File: src/rtl/cddb_pkg.sv
// cddb_pkg: shared types, widths and constants of the disc identifier block
// holds reciprocal constants for the divide-by-constant steps and the digit-sum helper
// no dependencies
`default_nettype none

package cddb_pkg;

  // block constants
  localparam int SECTORS_PER_SECOND = 75;
  localparam int MAX_TRACKS         = 99;
  localparam int ID_MODULUS         = 255;
  localparam int DEC_TEN            = 10;
  localparam int DEC_HUNDRED        = 100;
  localparam int DEC_MYRIAD         = 10000;

  // field widths
  localparam int SECTOR_W = 19;
  localparam int OFFSET_W = 9;
  localparam int ID_W     = 32;
  localparam int COUNT_W  = 7;
  localparam int DT_W     = 12;
  localparam int FIRST_W  = 13;
  localparam int PLAY_W   = 16;
  localparam int CHK_W    = 8;

  // sector plus offset
  localparam longint unsigned SUM_MAX = (64'd1 << SECTOR_W) - 1 + (64'd1 << OFFSET_W) - 1;
  localparam int SUM_W = $clog2(SUM_MAX + 1);

  // seconds = sum / SECTORS_PER_SECOND by reciprocal multiply
  localparam longint unsigned SEC_MAX = SUM_MAX / SECTORS_PER_SECOND;
  localparam int SEC_W     = $clog2(SEC_MAX + 1);
  localparam int SEC_SHIFT = SUM_W + $clog2(SECTORS_PER_SECOND);
  localparam longint unsigned SEC_RECIP =
    ((64'd1 << SEC_SHIFT) + SECTORS_PER_SECOND - 1) / SECTORS_PER_SECOND;
  localparam int SEC_RECIP_W = SUM_W + 1;

  // seconds / 100 and seconds / 10000 by reciprocal multiply
  localparam int HUND_SHIFT = SEC_W + 7;
  localparam longint unsigned HUND_RECIP =
    ((64'd1 << HUND_SHIFT) + DEC_HUNDRED - 1) / DEC_HUNDRED;
  localparam int MYR_SHIFT = SEC_W + 14;
  localparam longint unsigned MYR_RECIP =
    ((64'd1 << MYR_SHIFT) + DEC_MYRIAD - 1) / DEC_MYRIAD;
  localparam int HUND_W = $clog2(SEC_MAX / DEC_HUNDRED + 1);
  localparam int DIG2_W = 7;
  localparam int WK_W   = SEC_W + 8;

  typedef logic [SECTOR_W-1:0]          sector_t;
  typedef logic [OFFSET_W-1:0]          offset_t;
  typedef logic [SUM_W-1:0]             sum_t;
  typedef logic [SEC_W-1:0]             sec_t;
  typedef logic [SUM_W+SEC_RECIP_W-1:0] sec_prod_t;
  typedef logic [2*SEC_W:0]             dec_prod_t;
  typedef logic [HUND_W-1:0]            hund_t;
  typedef logic [DIG2_W-1:0]            dig2_t;
  typedef logic [WK_W-1:0]              wk_t;
  typedef logic [4:0]                   dsum2_t;
  typedef logic [5:0]                   dsum_t;
  typedef logic [DT_W-1:0]              dt_t;
  typedef logic [FIRST_W-1:0]           first_t;
  typedef logic [COUNT_W-1:0]           count_t;
  typedef logic [PLAY_W-1:0]            play_t;
  typedef logic [SEC_W+PLAY_W-1:0]      pw_t;
  typedef logic [CHK_W-1:0]             chk_t;
  typedef logic [CHK_W:0]               chk_sum_t;
  typedef logic [ID_W-1:0]              id_t;

  // digit sum of a value below one hundred, no division
  function automatic dsum2_t digit_sum2(input dig2_t v);
    logic [3:0] tens;
    dig2_t      ones;
    tens = '0;
    for (int k = 1; k < DEC_TEN; k++) begin
      if (v >= dig2_t'(k * DEC_TEN)) tens = 4'(k);
    end
    ones = v - dig2_t'(tens) * dig2_t'(DEC_TEN);
    return dsum2_t'(tens) + dsum2_t'(ones);
  endfunction

endpackage

`default_nettype wire

File: src/rtl/cddb_cfg_if.sv
// cddb_cfg_if: configuration write channel carrying the sector offset
// depends on cddb_pkg
`default_nettype none

interface cddb_cfg_if;
  logic              valid;
  logic              ready;
  cddb_pkg::offset_t sector_offset;

  modport source (output valid, output sector_offset, input ready);
  modport sink   (input valid, input sector_offset, output ready);
endinterface

`default_nettype wire

File: src/rtl/cddb_in_if.sv
// cddb_in_if: table-of-contents entry channel
// depends on cddb_pkg
`default_nettype none

interface cddb_in_if;
  logic              valid;
  logic              ready;
  cddb_pkg::sector_t start_sector;
  logic              is_leadout;

  modport source (output valid, output start_sector, output is_leadout, input ready);
  modport sink   (input valid, input start_sector, input is_leadout, output ready);
endinterface

`default_nettype wire

File: src/rtl/cddb_out_if.sv
// cddb_out_if: disc identifier result channel
// depends on cddb_pkg
`default_nettype none

interface cddb_out_if;
  logic             valid;
  logic             ready;
  cddb_pkg::id_t    disc_id;
  cddb_pkg::count_t track_total;
  logic             overflow;

  modport source (output valid, output disc_id, output track_total, output overflow,
                  input ready);
  modport sink   (input valid, input disc_id, input track_total, input overflow,
                  output ready);
endinterface

`default_nettype wire

File: src/rtl/cddb_disc_id.sv
// cddb_disc_id: computes the CDDB-style disc identifier from table-of-contents beats
// depends on cddb_pkg, cddb_cfg_if, cddb_in_if and cddb_out_if
`default_nettype none

// Feed the track start sectors of one disc in order, then the lead-out sector with
// is_leadout set; only the lead-out beat returns a result (disc_id, track_total,
// overflow), after which the per-disc state clears for the next disc. The block takes
// one beat per cycle; each beat passes four registered stages (offset add, seconds
// divide, decimal split, digit sum) and the lead-out result then goes into the output
// register. Bubbles in those stages absorb beats while a result waits on the output,
// so input stalls only once the stages fill.
// Write sector_offset (150 for standard discs) only while no disc is in flight.
module cddb_disc_id (
  input  wire logic       clk,
  input  wire logic       rst_n,
  cddb_cfg_if.sink        cfg_ch,
  cddb_in_if.sink         in_ch,
  cddb_out_if.source      out_ch
);

  // configuration
  cddb_pkg::offset_t offset_r;

  // stage valids and lead-out flags
  logic s1_vld_r, s2_vld_r, s3_vld_r, s4_vld_r;
  logic s1_lo_r, s2_lo_r, s3_lo_r, s4_lo_r;

  // stage payloads
  cddb_pkg::sum_t    s1_sum_r;
  cddb_pkg::sec_t    s2_sec_r;
  cddb_pkg::sec_t    s3_sec_r;
  cddb_pkg::hund_t   s3_hund_r;
  cddb_pkg::dig2_t   s3_myr_r;
  cddb_pkg::sec_t    s4_sec_r;
  cddb_pkg::dsum_t   s4_dsum_r;

  // per-disc state
  cddb_pkg::dt_t     digit_total_r, digit_total_nxt;
  cddb_pkg::first_t  first_sec_r, first_sec_nxt;
  cddb_pkg::count_t  track_count_r, track_count_nxt;
  logic              too_many_r, too_many_nxt;

  // output register
  logic              out_vld_r;
  cddb_pkg::id_t     out_id_r, out_id_nxt;
  cddb_pkg::count_t  out_total_r;
  logic              out_ovf_r;

  // flow control
  logic out_free, s4_go, rdy1, rdy2, rdy3, rdy4;

  // combinational datapath
  cddb_pkg::sec_prod_t sec_prod;
  cddb_pkg::dec_prod_t hund_prod, myr_prod;
  cddb_pkg::dig2_t     dig_lo, dig_mid;
  cddb_pkg::dsum_t     dsum;
  cddb_pkg::chk_sum_t  chk_fold;
  cddb_pkg::chk_t      chk;
  cddb_pkg::play_t     play;

  // ready chain: a stage loads when it is empty or its content moves on
  assign out_free = !out_vld_r || out_ch.ready;
  assign s4_go    = s4_vld_r && (!s4_lo_r || out_free);
  assign rdy4     = !s4_vld_r || s4_go;
  assign rdy3     = !s3_vld_r || rdy4;
  assign rdy2     = !s2_vld_r || rdy3;
  assign rdy1     = !s1_vld_r || rdy2;

  assign in_ch.ready  = rdy1;
  assign cfg_ch.ready = 1'b1;

  // seconds from sector plus offset
  assign sec_prod = cddb_pkg::sec_prod_t'(s1_sum_r) *
                    cddb_pkg::sec_prod_t'(cddb_pkg::SEC_RECIP);

  // hundreds and ten-thousands of the seconds
  assign hund_prod = cddb_pkg::dec_prod_t'(s2_sec_r) *
                     cddb_pkg::dec_prod_t'(cddb_pkg::HUND_RECIP);
  assign myr_prod  = cddb_pkg::dec_prod_t'(s2_sec_r) *
                     cddb_pkg::dec_prod_t'(cddb_pkg::MYR_RECIP);

  // two-digit groups and their digit sums
  assign dig_lo  = cddb_pkg::dig2_t'(cddb_pkg::wk_t'(s3_sec_r) -
                   cddb_pkg::wk_t'(s3_hund_r) * cddb_pkg::wk_t'(cddb_pkg::DEC_HUNDRED));
  assign dig_mid = cddb_pkg::dig2_t'(cddb_pkg::wk_t'(s3_hund_r) -
                   cddb_pkg::wk_t'(s3_myr_r) * cddb_pkg::wk_t'(cddb_pkg::DEC_HUNDRED));
  assign dsum    = cddb_pkg::dsum_t'(cddb_pkg::digit_sum2(dig_lo)) +
                   cddb_pkg::dsum_t'(cddb_pkg::digit_sum2(dig_mid)) +
                   cddb_pkg::dsum_t'(cddb_pkg::digit_sum2(s3_myr_r));

  // digit total mod 255 by folding the high nibble onto the low byte
  assign chk_fold = cddb_pkg::chk_sum_t'(digit_total_r[cddb_pkg::DT_W-1:cddb_pkg::CHK_W]) +
                    cddb_pkg::chk_sum_t'(digit_total_r[cddb_pkg::CHK_W-1:0]);
  assign chk = (chk_fold >= cddb_pkg::chk_sum_t'(cddb_pkg::ID_MODULUS)) ?
               cddb_pkg::chk_t'(chk_fold - cddb_pkg::chk_sum_t'(cddb_pkg::ID_MODULUS)) :
               cddb_pkg::chk_t'(chk_fold);

  // play time wraps modulo 2^16
  assign play = cddb_pkg::play_t'(cddb_pkg::pw_t'(s4_sec_r) - cddb_pkg::pw_t'(first_sec_r));

  // per-disc state update and packed identifier
  always_comb begin
    digit_total_nxt = digit_total_r;
    first_sec_nxt   = first_sec_r;
    track_count_nxt = track_count_r;
    too_many_nxt    = too_many_r;
    out_id_nxt      = '0;
    if (track_count_r != '0) begin
      out_id_nxt = {chk, play, cddb_pkg::chk_t'(track_count_r)};
    end
    if (s4_go) begin
      if (s4_lo_r) begin
        digit_total_nxt = '0;
        first_sec_nxt   = '0;
        track_count_nxt = '0;
        too_many_nxt    = 1'b0;
      end else if (track_count_r >= cddb_pkg::count_t'(cddb_pkg::MAX_TRACKS)) begin
        too_many_nxt = 1'b1;
      end else begin
        if (track_count_r == '0) first_sec_nxt = cddb_pkg::first_t'(s4_sec_r);
        digit_total_nxt = digit_total_r + cddb_pkg::dt_t'(s4_dsum_r);
        track_count_nxt = track_count_r + cddb_pkg::count_t'(1);
      end
    end
  end

  // control state
  always_ff @(posedge clk) begin
    if (!rst_n) begin
      offset_r      <= '0;
      s1_vld_r      <= 1'b0;
      s2_vld_r      <= 1'b0;
      s3_vld_r      <= 1'b0;
      s4_vld_r      <= 1'b0;
      digit_total_r <= '0;
      first_sec_r   <= '0;
      track_count_r <= '0;
      too_many_r    <= 1'b0;
      out_vld_r     <= 1'b0;
    end else begin
      if (cfg_ch.valid) offset_r <= cfg_ch.sector_offset;
      if (rdy1) s1_vld_r <= in_ch.valid;
      if (rdy2) s2_vld_r <= s1_vld_r;
      if (rdy3) s3_vld_r <= s2_vld_r;
      if (rdy4) s4_vld_r <= s3_vld_r;
      digit_total_r <= digit_total_nxt;
      first_sec_r   <= first_sec_nxt;
      track_count_r <= track_count_nxt;
      too_many_r    <= too_many_nxt;
      if (s4_go && s4_lo_r) begin
        out_vld_r <= 1'b1;
      end else if (out_ch.ready) begin
        out_vld_r <= 1'b0;
      end
    end
  end

  // stage payloads and result beat
  always_ff @(posedge clk) begin
    if (rdy1) begin
      s1_lo_r  <= in_ch.is_leadout;
      s1_sum_r <= cddb_pkg::sum_t'(in_ch.start_sector) + cddb_pkg::sum_t'(offset_r);
    end
    if (rdy2) begin
      s2_lo_r  <= s1_lo_r;
      s2_sec_r <= cddb_pkg::sec_t'(sec_prod >> cddb_pkg::SEC_SHIFT);
    end
    if (rdy3) begin
      s3_lo_r   <= s2_lo_r;
      s3_sec_r  <= s2_sec_r;
      s3_hund_r <= cddb_pkg::hund_t'(hund_prod >> cddb_pkg::HUND_SHIFT);
      s3_myr_r  <= cddb_pkg::dig2_t'(myr_prod >> cddb_pkg::MYR_SHIFT);
    end
    if (rdy4) begin
      s4_lo_r   <= s3_lo_r;
      s4_sec_r  <= s3_sec_r;
      s4_dsum_r <= dsum;
    end
    if (s4_go && s4_lo_r) begin
      out_id_r    <= out_id_nxt;
      out_total_r <= track_count_r;
      out_ovf_r   <= too_many_r;
    end
  end

  assign out_ch.valid       = out_vld_r;
  assign out_ch.disc_id     = out_id_r;
  assign out_ch.track_total = out_total_r;
  assign out_ch.overflow    = out_ovf_r;

endmodule

`default_nettype wire

File: src/flat_wrapper.sv
// flat-port wrapper written by rule: the top's interface ports become plain ports
module cddb_disc_id_flat 
  (clk, rst_n, cfg_ch_valid, cfg_ch_sector_offset, cfg_ch_ready, in_ch_valid, in_ch_start_sector, in_ch_is_leadout, in_ch_ready, out_ch_valid, out_ch_disc_id, out_ch_track_total, out_ch_overflow, out_ch_ready);
  cddb_cfg_if cfg_ch_i ();
  cddb_in_if in_ch_i ();
  cddb_out_if out_ch_i ();
  input  wire logic clk;
  input  wire logic rst_n;
  input wire logic [$bits(cfg_ch_i.valid)-1:0] cfg_ch_valid;
  input wire logic [$bits(cfg_ch_i.sector_offset)-1:0] cfg_ch_sector_offset;
  output wire logic [$bits(cfg_ch_i.ready)-1:0] cfg_ch_ready;
  input wire logic [$bits(in_ch_i.valid)-1:0] in_ch_valid;
  input wire logic [$bits(in_ch_i.start_sector)-1:0] in_ch_start_sector;
  input wire logic [$bits(in_ch_i.is_leadout)-1:0] in_ch_is_leadout;
  output wire logic [$bits(in_ch_i.ready)-1:0] in_ch_ready;
  output wire logic [$bits(out_ch_i.valid)-1:0] out_ch_valid;
  output wire logic [$bits(out_ch_i.disc_id)-1:0] out_ch_disc_id;
  output wire logic [$bits(out_ch_i.track_total)-1:0] out_ch_track_total;
  output wire logic [$bits(out_ch_i.overflow)-1:0] out_ch_overflow;
  input wire logic [$bits(out_ch_i.ready)-1:0] out_ch_ready;
  assign cfg_ch_i.valid = cfg_ch_valid;
  assign cfg_ch_i.sector_offset = cfg_ch_sector_offset;
  assign cfg_ch_ready = cfg_ch_i.ready;
  assign in_ch_i.valid = in_ch_valid;
  assign in_ch_i.start_sector = in_ch_start_sector;
  assign in_ch_i.is_leadout = in_ch_is_leadout;
  assign in_ch_ready = in_ch_i.ready;
  assign out_ch_valid = out_ch_i.valid;
  assign out_ch_disc_id = out_ch_i.disc_id;
  assign out_ch_track_total = out_ch_i.track_total;
  assign out_ch_overflow = out_ch_i.overflow;
  assign out_ch_i.ready = out_ch_ready;
  cddb_disc_id u_core (.clk(clk), .rst_n(rst_n), .cfg_ch(cfg_ch_i), .in_ch(in_ch_i), .out_ch(out_ch_i));
endmodule
File: config.mk
export PLATFORM = sky130hd
export DESIGN_NAME = cddb_disc_id_flat
export DESIGN_NICKNAME = d
export VERILOG_FILES = /design/src/rtl/cddb_pkg.sv /design/src/rtl/cddb_cfg_if.sv /design/src/rtl/cddb_in_if.sv /design/src/rtl/cddb_out_if.sv /design/src/rtl/cddb_disc_id.sv /design/src/flat_wrapper.sv
export SDC_FILE = /design/constraint.sdc
export NUM_CORES = 1
export LEC_CHECK = 0
export ABC_AREA = 1
export BUFFER_PORTS_ARGS = -buffer_cell sky130_fd_sc_hd__clkbuf_2
export CAP_MARGIN = 20
export CORE_ASPECT_RATIO = 1.75
export CORE_MARGIN = 2
export CORE_UTILIZATION = 58
export DETAILED_ROUTE_END_ITERATION = 6
export PLACE_DENSITY_LB_ADDON = 0.3
export SETUP_SLACK_MARGIN = 0.05
export SLEW_MARGIN = 0
export SYNTH_ARGS = -nofsm -noshare
export SYNTH_HDL_FRONTEND = slang
export SYNTH_SLANG_ARGS = --single-unit
File: constraint.sdc
create_clock -name clk -period 5 [get_ports clk]
set_clock_uncertainty 0.05 [all_clocks]
set_input_delay 0.75 -clock clk [delete_from_list [all_inputs] [get_ports clk]]
set_output_delay 0.75 -clock clk [all_outputs]
set_load 0.1 [all_outputs]
==> results of run 1 <==
==> kinds of logic (layout without fill, tap and decap cells) <==
group                      Yosys count  count (layout)  share of synthesized area [%]
buffers and inverters              504             729                          10.41
xor gates and xnor gates            65              65                          3.133
and+or+nand+nor                    567             567                          13.23
DFF                                160             160                          23.54
adders and majority gates          497             497                          41.56
AOI/OAI and AO/OA                  269             269                          8.080
other                                2               2                        0.04079
==> what timing repair did <==
item                       CTS  global route
setup endpoints to repair   15            17
pin swaps                   32            49
resized for setup           51            88
setup buffers               10            16
cloned                       0             0
==> state kept, by name, summed over array words and instances (netlist names), 9 cells and up <==
signal,count
u_core.out_ch.disc_id,29
u_core.first_sec_r,13
u_core.s2_sec_r,13
u_core.s4_sec_r,13
u_core.digit_total_r,12
u_core.s1_sum_r,20
u_core.offset_r,9
u_core.s3_sec_r,13
==> metrics by stage <==
stage	utilization (%)	instance area [um2]	setup WS (ns)
after floorplan	-	18480	-0.2354
after global placement	64.01	20110	-0.5851
after detailed placement	64.01	20110	-0.5967
after CTS	66.92	21030	-0.4416
after global routing	68.89	21640	-0.5836
final	68.89	21640	-0.4139
==> cells in the mapped netlist (2+ instances only) <==
| cell type | instances |
|---|---|
| fa_1 | 191 |
| nand3_4 | 2 |
| a21oi_1 | 141 |
| buf_4 | 5 |
| a21o_1 | 12 |
| nor2_1 | 131 |
| o21bai_1 | 5 |
| edfxtp_1 | 113 |
| o31ai_1 | 3 |
| nand4_1 | 32 |
| o211ai_1 | 5 |
| nor4_1 | 9 |
| conb_1 | 2 |
| buf_2 | 5 |
| nand3b_1 | 2 |
| nor3b_1 | 2 |
| a31oi_1 | 6 |
| o2111ai_1 | 2 |
| nor3_1 | 13 |
| clkinv_1 | 2 |
| dfxtp_1 | 47 |
| o21a_1 | 3 |
| nand2_1 | 306 |
| a211oi_1 | 14 |
| nand3_1 | 58 |
| ha_1 | 306 |
| nand2b_1 | 2 |
| clkbuf_1 | 11 |
| inv_1 | 480 |
| o21ai_0 | 71 |
| or2_2 | 5 |
| xnor2_1 | 25 |
| xor2_1 | 39 |
==> layer usage <==
metal	up-vias	wire length [um]	GRT usage, %
met4	0	2603	14.45
li1	7067	-	-
met2	338	26200	56.81
met5	-	0	0
met1	7053	14830	24.72
met3	157	1115	2.979
==> how the worst max path moves through the flow <==
stage                              from             endpoint  cells after the start
CTS                  u_core.s1_sum_r[8]  u_core.s2_sec_r[12]                     20
global placement    u_core.s1_sum_r[10]  u_core.s2_sec_r[12]                     19
floorplan           u_core.s1_sum_r[10]   u_core.s2_sec_r[5]                     19
global route         u_core.s1_sum_r[8]  u_core.s2_sec_r[12]                     22
finish              u_core.s1_sum_r[10]  u_core.s2_sec_r[12]                     21
detailed placement  u_core.s1_sum_r[10]  u_core.s2_sec_r[12]                     19
==> cell type report <==
class / instances / area share, %
multi-input combinational: 1400 / 59.65
sequential: 160 / 20.02
inverter: 483 / 8.376
timing repair buffer: 214 / 6.856
tap: 396 / 2.289
clock buffer: 18 / 2.081
clock inverter: 14 / 0.7226
==> critical path, cell delays in order, from the launching register on <==
cell      delay, ns
edfxtp_1       0.43
buf_6          0.15
fa_1           0.48
fa_1           0.50
inv_1          0.05
fa_1           0.49
inv_2          0.04
fa_1           0.51
fa_1           0.41
ha_1           0.30
inv_2          0.04
fa_1           0.49
inv_2          0.05
ha_4           0.23
a21o_1         0.21
a31oi_4        0.18
nand2_1        0.10
inv_1          0.08
nand2_2        0.06
nand2_2        0.09
nand2_2        0.07
xor2_1         0.14
==> layout by cell type, fill, tap and decap left out, drive strengths merged, types with 2 or more instances in the layout <==
cell type  instances
inv              490
nand2            306
ha               306
fa               191
a21oi            142
buf              140
nor2             132
edfxtp           113
clkbuf            92
o21ai             72
nand3             61
dfxtp             47
xor2              40
nand4             33
xnor2             25
nor3              14
a211oi            14
a21o              12
nor4              10
a31oi              6
clkinv             6
o21bai             5
o211ai             5
or2                5
o21a               3
o31ai              3
o2111ai            2
nand3b             2
nor3b              2
nand2b             2
conb               2
==> results.toml, run 1 <==
[status]
outcome = "finished with violations"
violations = "setup timing"

[detailed_routing]
post_drt_wl_per_cell_um = 16.67
viasPerCell = 5.443
first_iter_violations = 587
ant_nets = 0
drt_wl_total_mm = 44.75
drc = 0
drtPass1Iterations = 5
route.vias.total = 14615

[global_route]
grtUsageTotal_pct = 27.09
grt_pass1_wl_mm = 71.70
grt-ovfl-total = 0
antenna_found_initial = 0
grt_max_degree = 39
grt_pass1_vias = 15473

[layout]
num-nets-final = 2807
layout-drive-gt1-share_pct = 16.73
layoutNonFillerInstCount = 2685
area_delta_synth_final_pct = 17.56
multi_input_area_um2 = 12910
fill_cells = 2407
antenna_cells = 0
register_area_um2 = 4334

[floorplanning]
die-area_um2 = 33240
die_y_um = 239.7
die_w_um = 138.7
ioPinCount = 77
core_um2 = 31420
rows = 86
initial_core_util_pct = 58.60

[clock_network]
insertion_delay_ns = 0.47
numCtsBuffers = 17
cts_hold_buffers = 0
clock-sinks = 160
htree_levels = 4
path_clk_slew_ns = 0.08
cts_tree = "done"
cts_buffer_depth = 2
cts_root_buf = "clkbuf_16"

[logic_synthesis]
ys_warn_count = 0
yosys.area.top_type = "ha_1"
postSynthAreaPerCell_um2 = 8.920
async_flop_share_pct = 0
synth_cell_types = 47
syn_area_um2 = 18410
synth_top_area_share_pct = 20.80
synth.yosys.seq_area_share_pct = 23.54
synth_cells = 2064
ys.flop_type = "edfxtp_1"
ys_top_cells_by_area = "ha_1 (21%), fa_1 (21%), edfxtp_1 (18%)"
ys_ff_latch = 160
syn-num-nets = 2595
synth_edf_count = 113

[timing]
max_freq_mhz = 184.7
hold_ws_ns = 0.3754
fin_crit_ns = 5.414
setup_viol = 13
slew_viol_final = 0
worst_slack_ns = -0.4139
setup_tns_ns = -4.754
hold_violations = 0
rsz0062_at_grt = "true"
tightestPinTransition_ns = 0.9459
slew_headroom_pct = 36.93
finalCritPeriodShare_pct = 108.3

[critical_path]
critPathMaxFanout = 3
cp-end-kind = "register"
rrSetupSlack_ns = -0.41
crit_type = "register to register"
reg2reg_from = "u_core.s1_sum_r[10]"
worstPathRequired_ns = 5.16
startpoint_type = "register"
r2r_cells = 21
crit_arrival_ns = 5.58
r2r-end = "u_core.s2_sec_r[12]"

[worst_hold_path]
hold_start = "u_core.s3_sec_r[10]"
min_path_type = "register to register"
holdPathEnd = "u_core.s4_sec_r[10]"
whs_path_depth = 0

[job]
maxCapViolCount = 0

[place]
hpwl_mm = 37.37
io_buffer_count = 74
place_congestion = 0.9452
dpl.cell_count = 2627
Power of run 1 is left out: the tool's default activity adds up to more than one toggle a clock period on the data nets, which glitch-free logic cannot reach.
==> run 2, diff against run 1 <==
--- a/config.mk
+++ b/config.mk
@@ -5,7 +5,6 @@
 export SDC_FILE = /design/constraint.sdc
 export NUM_CORES = 1
 export LEC_CHECK = 0
-export ABC_AREA = 1
 export BUFFER_PORTS_ARGS = -buffer_cell sky130_fd_sc_hd__clkbuf_2
 export CAP_MARGIN = 20
 export CORE_ASPECT_RATIO = 1.75
==> results.toml, run 2 <==
[status]
outcome = "finished with violations"
violations = "setup timing"

[global_route]
grt-ovfl-total = 0
grt_pass1_wl_mm = 62.20
antenna_found_initial = 0
grtUsageTotal_pct = 25.48
grt_pass1_vias = 13276
grt_max_degree = 39

[worst_hold_path]
hold_start = "u_core.s2_lo_r"
min_path_type = "register to register"

[clock_network]
cts_hold_buffers = 0
cts_tree = "done"
clock-sinks = 160
cts_root_buf = "clkbuf_16"
insertion_delay_ns = 0.45
path_clk_slew_ns = 0.07
htree_levels = 4
cts_buffer_depth = 2
numCtsBuffers = 17

[logic_synthesis]
ys_warn_count = 0
synth_cells = 1626
ys_top_cells_by_area = "ha_1 (22%), fa_1 (22%), edfxtp_1 (20%)"
ys.flop_type = "edfxtp_1"
synth_top_family_by_area = "adder cells"
synth-xor-area-share_pct = 4.426
syn_area_um2 = 17220
synth.yosys.seq_area_share_pct = 25.18
syn-num-nets = 2157
yosys-top-cells-count = "inv_1 (355), ha_1 (306), fa_1 (191)"
synth_most_common_cell = "inv_1"
synth_compound_area_share_pct = 9.136
synthAdderAreaFrac_pct = 44.52
yosys.area.top_type = "ha_1"
ys_ff_latch = 160
async_flop_share_pct = 0
postSynthAreaPerCell_um2 = 10.59
synth_top_area_share_pct = 22.24
synth_cell_types = 72
yosys.area_share.simple_pct = 7.377
synth_edf_count = 113
synthMuxAreaShare_pct = 0.6687

[layout]
fin_util_pct = 70.50
final_cell_mix = "inv_1 (347), ha_1 (268), fa_1 (183)"
largest_register_ffs = 29
num-nets-final = 2390
antenna_cells = 0
final_common_cell = "inv_1"
layout-drive-gt1-share_pct = 20.73
area_delta_synth_final_pct = 19.93

[detailed_routing]
post_drt_wl_per_cell_um = 16.97
drt_wl_total_mm = 38.24
drtPass1Iterations = 6
route.vias.total = 12386
viasPerCell = 5.495
first_iter_violations = 627
drc = 0
ant_nets = 0

[critical_path]
crit_arrival_ns = 5.76
crit_type = "register to register"
startpoint_type = "register"
cpMostUsedCell = "fa_1"
reg2reg_from = "u_core.s1_sum_r[15]"
critPathMaxFanout = 5
crit_chain = "fa_1, fa_1, inv_1, fa_1, inv_1, fa_1, fa_1, ha_1, ha_1, ha_4, and3_4, and3_1, o2111ai_4, nand3_4, a221oi_4, o21bai_1, xor2_1"
cp_top_family = "adder cells"
worstPathRequired_ns = 5.15
slowest_delay_ns = 0.53
cp_slowest_cell = "fa_1"
cp-end-kind = "register"
crit_buf_inv = 2
crit_start = "u_core.s1_sum_r[15]"

[floorplanning]
rows = 83
die_w_um = 134.2
die-area_um2 = 31130
initial_core_util_pct = 58.78
core_um2 = 29290
die_y_um = 231.9
ioPinCount = 77

[place]
place_congestion = 0.9223
io_buffer_count = 74
hpwl_mm = 31.61

[timing]
fin_crit_ns = 5.612
setup_viol = 14
max_freq_mhz = 178.2
slew_viol_final = 0
worst_slack_ns = -0.6116
hold_violations = 0
tightestPinTransition_ns = 1.034
rsz0062_at_grt = "true"
finalCritPeriodShare_pct = 112.2
slew_headroom_pct = 31.07

[job]
maxCapViolCount = 0
==> run 2: cell type report <==
class | count | area [um2]
multi-input cells | 1082 | 12180
fillers | 2117 | 8640
flip-flops and latches | 160 | 4334
repair buffers | 243 | 1722
inverters | 355 | 1333
well taps | 382 | 478.0
clock buffers | 17 | 425.4
clock inverters | 15 | 172.7
==> run 2: worst reg2reg max path, delay by kind of cell (launching register included) <==
| kind | cells | cell delay [ns] |
|---|---|---|
| and+or+nand+nor | 3 | 0.55 |
| adders and majority gates | 8 | 3.40 |
| xor gates and xnor gates | 1 | 0.15 |
| DFF | 1 | 0.51 |
| AOI/OAI and AO/OA | 3 | 0.58 |
| buffers and inverters | 2 | 0.11 |
==> run 2: cell families after synthesis <==
group / Yosys count
DFF: 160
AOI/OAI and AO/OA: 231
muxes: 11
and+or+nand+nor: 253
other: 2
buffers and inverters: 384
xor gates and xnor gates: 87
adders and majority gates: 498
==> run 2: repair_timing <==
| action | 4_1_cts | 5_1_grt |
|---|---|---|
| endpoints found under the setup margin | 21 | 21 |
| resized for setup | 52 | 41 |
| setup buffers | 23 | 10 |
| pin swaps | 74 | 34 |
==> run 2: worst paths after layout <==
path / to / slack (ns) / depth (start not counted)
worst max-delay path: u_core.s2_sec_r[9] / -0.61 / 17
worst min-delay path: u_core.s3_lo_r / 0.40 / 0
worst max register to register: u_core.s2_sec_r[9] / -0.61 / 17
worst min register to register: u_core.s3_lo_r / 0.40 / 0
==> run 2: per-stage QoR <==
step	TNS, ns	setup slack [ns]	std cells	hold slack (ns)	area (um2)
finish	-6.786	-0.6116	2254	0.3951	20650
global route	-10.01	-0.8145	2254	0.4037	20650
CTS	-6.152	-0.5668	2244	0.3963	20320
detailed placement	-7.655	-0.6843	2189	0.3778	19280
global placement	-6.600	-0.6418	2189	0.3749	19280
floorplan	-3.288	-0.4245	1626	0.3503	17560
==> run 2: metal layers <==
metal	vias to the layer above	wire, um	GRT usage, %
met5	-	0	0
met4	0	1986	12.99
met3	123	958	3.580
met2	261	21900	49.55
met1	6138	13390	25.90
li1	5864	-	-
Power of run 2 is left out for the same reason.
==> run 3, diff against run 2 <==
--- a/config.mk
+++ b/config.mk
@@ -5,6 +5,7 @@
 export SDC_FILE = /design/constraint.sdc
 export NUM_CORES = 1
 export LEC_CHECK = 0
+export ABC_AREA = 1
 export BUFFER_PORTS_ARGS = -buffer_cell sky130_fd_sc_hd__clkbuf_2
 export CAP_MARGIN = 20
 export CORE_ASPECT_RATIO = 1.75
@@ -12,6 +13,7 @@
 export CORE_UTILIZATION = 58
 export DETAILED_ROUTE_END_ITERATION = 6
 export PLACE_DENSITY_LB_ADDON = 0.3
+export RECOVER_POWER = 100
 export SETUP_SLACK_MARGIN = 0.05
 export SLEW_MARGIN = 0
 export SYNTH_ARGS = -nofsm -noshare
==> results.toml, run 3 (synthesis gave the netlist of run 1 again) <==
[status]
outcome = "finished with violations"
violations = "capacitance limit, slew limit, setup timing"

[clock_network]
insertion_delay_ns = 0.46
cts_root_buf = "clkbuf_16"
path_clk_slew_ns = 0.08
clock-sinks = 160
htree_levels = 4
cts_tree = "done"
cts_buffer_depth = 2
numCtsBuffers = 17

[layout]
antenna_cells = 0
fin_util_pct = 68.48
largest_register_ffs = 29
final_common_cell = "inv_1"
layout-drive-gt1-share_pct = 14.33
num-nets-final = 2807
area_delta_synth_final_pct = 16.87
final_cell_mix = "inv_1 (470), nand2_1 (284), ha_1 (273)"

[critical_path]
crit_start = "u_core.s1_sum_r[10]"
cp_slowest_cell = "fa_1"
reg2reg_from = "u_core.s1_sum_r[10]"
cpMostUsedCell = "fa_1"
slowest_delay_ns = 0.51
cp-end-kind = "register"
crit_type = "register to register"
startpoint_type = "register"
worstPathRequired_ns = 5.17
crit_chain = "buf_6, fa_1, fa_1, inv_1, fa_1, inv_2, fa_1, fa_1, ha_1, inv_2, fa_1, inv_2, ha_4, nand2_4, buf_6, nor4_4, nand2_1, nand2_2, nand2_2, nand3_2, nand2_1, inv_1, nor2_1"
crit_arrival_ns = 5.59
critPathMaxFanout = 3

[timing]
rsz0062_at_grt = "true"
tightestPinTransition_ns = 1.975
worst_slack_ns = -0.4207
max_freq_mhz = 184.5
setup_viol = 14
setup_tns_ns = -4.998
hold_violations = 0
slew_headroom_pct = -31.64
finalCritPeriodShare_pct = 108.4
fin_crit_ns = 5.421
hold_ws_ns = 0.3755
slew_viol_final = 77

[worst_hold_path]
hold_start = "u_core.s3_sec_r[10]"
min_path_type = "register to register"

[detailed_routing]
drt_wl_total_mm = 44.89
post_drt_wl_per_cell_um = 16.72
ant_nets = 0
drc = 0
drtPass1Iterations = 5
viasPerCell = 5.449
route.vias.total = 14631
first_iter_violations = 618

[global_route]
grt_pass1_wl_mm = 71.70
grt-ovfl-total = 0
grt_max_degree = 39
antenna_found_initial = 0
grtUsageTotal_pct = 27.09
grt_pass1_vias = 15473

[place]
place_congestion = 0.9452
hpwl_mm = 37.37
io_buffer_count = 74

[floorplanning]
die-area_um2 = 33240
core_um2 = 31420
die_w_um = 138.7
initial_core_util_pct = 58.60
die_y_um = 239.7
rows = 86
ioPinCount = 77

[job]
maxCapViolCount = 3
run 3: cell type report:
type	instances	area, um2
multi-input cells	1400	12880
fillers	2442	9903
flip-flops and latches	160	4334
inverters	483	1813
repair buffers	214	1386
well taps	396	495.5
clock buffers	18	450.4
clock inverters	14	156.4
run 3: metrics by stage:
step                std cells  worst slack, ns  instance area, um2
detailed placement       2627          -0.5967               20110
floorplan                2064          -0.2354               18480
finish                   2685          -0.4207               21520
global route             2685          -0.5836               21520
CTS                      2669          -0.4416               21030
global placement         2627          -0.5851               20110
run 3: critical path, delay by kind of cell, from the launching register on:
kind                       cells  cell delay (ns)
adders and majority gates      8             3.48
and+or+nand+nor                8             0.71
DFF                            1             0.43
buffers and inverters          7             0.50
run 3: layer usage:
metal | vias to the layer above | part of all wire [%] | global-route usage (%)
li1 | 7060 | - | -
met1 | 7063 | 33 | 24.72
met2 | 351 | 58 | 56.81
met3 | 157 | 2.9 | 2.979
met4 | 0 | 5.9 | 14.45
met5 | - | 0 | 0
run 3: path summary, 6_finish.rpt:
check | endpoint | slack, ns | depth (start not counted)
worst max-delay path | u_core.s2_sec_r[0] | -0.42 | 23
worst min-delay path | u_core.s4_sec_r[10] | 0.38 | 0
worst max register to register | u_core.s2_sec_r[0] | -0.42 | 23
worst min register to register | u_core.s4_sec_r[10] | 0.38 | 0
run 3: repair_timing:
action	4_1_cts	5_1_grt
gates resized for setup	51	88
setup buffers	10	16
endpoints found under the hold margin	0	0
endpoints found under the setup margin	15	17
hold buffers	0	0
pin swaps	32	49
Power of run 3 is left out for the same reason.
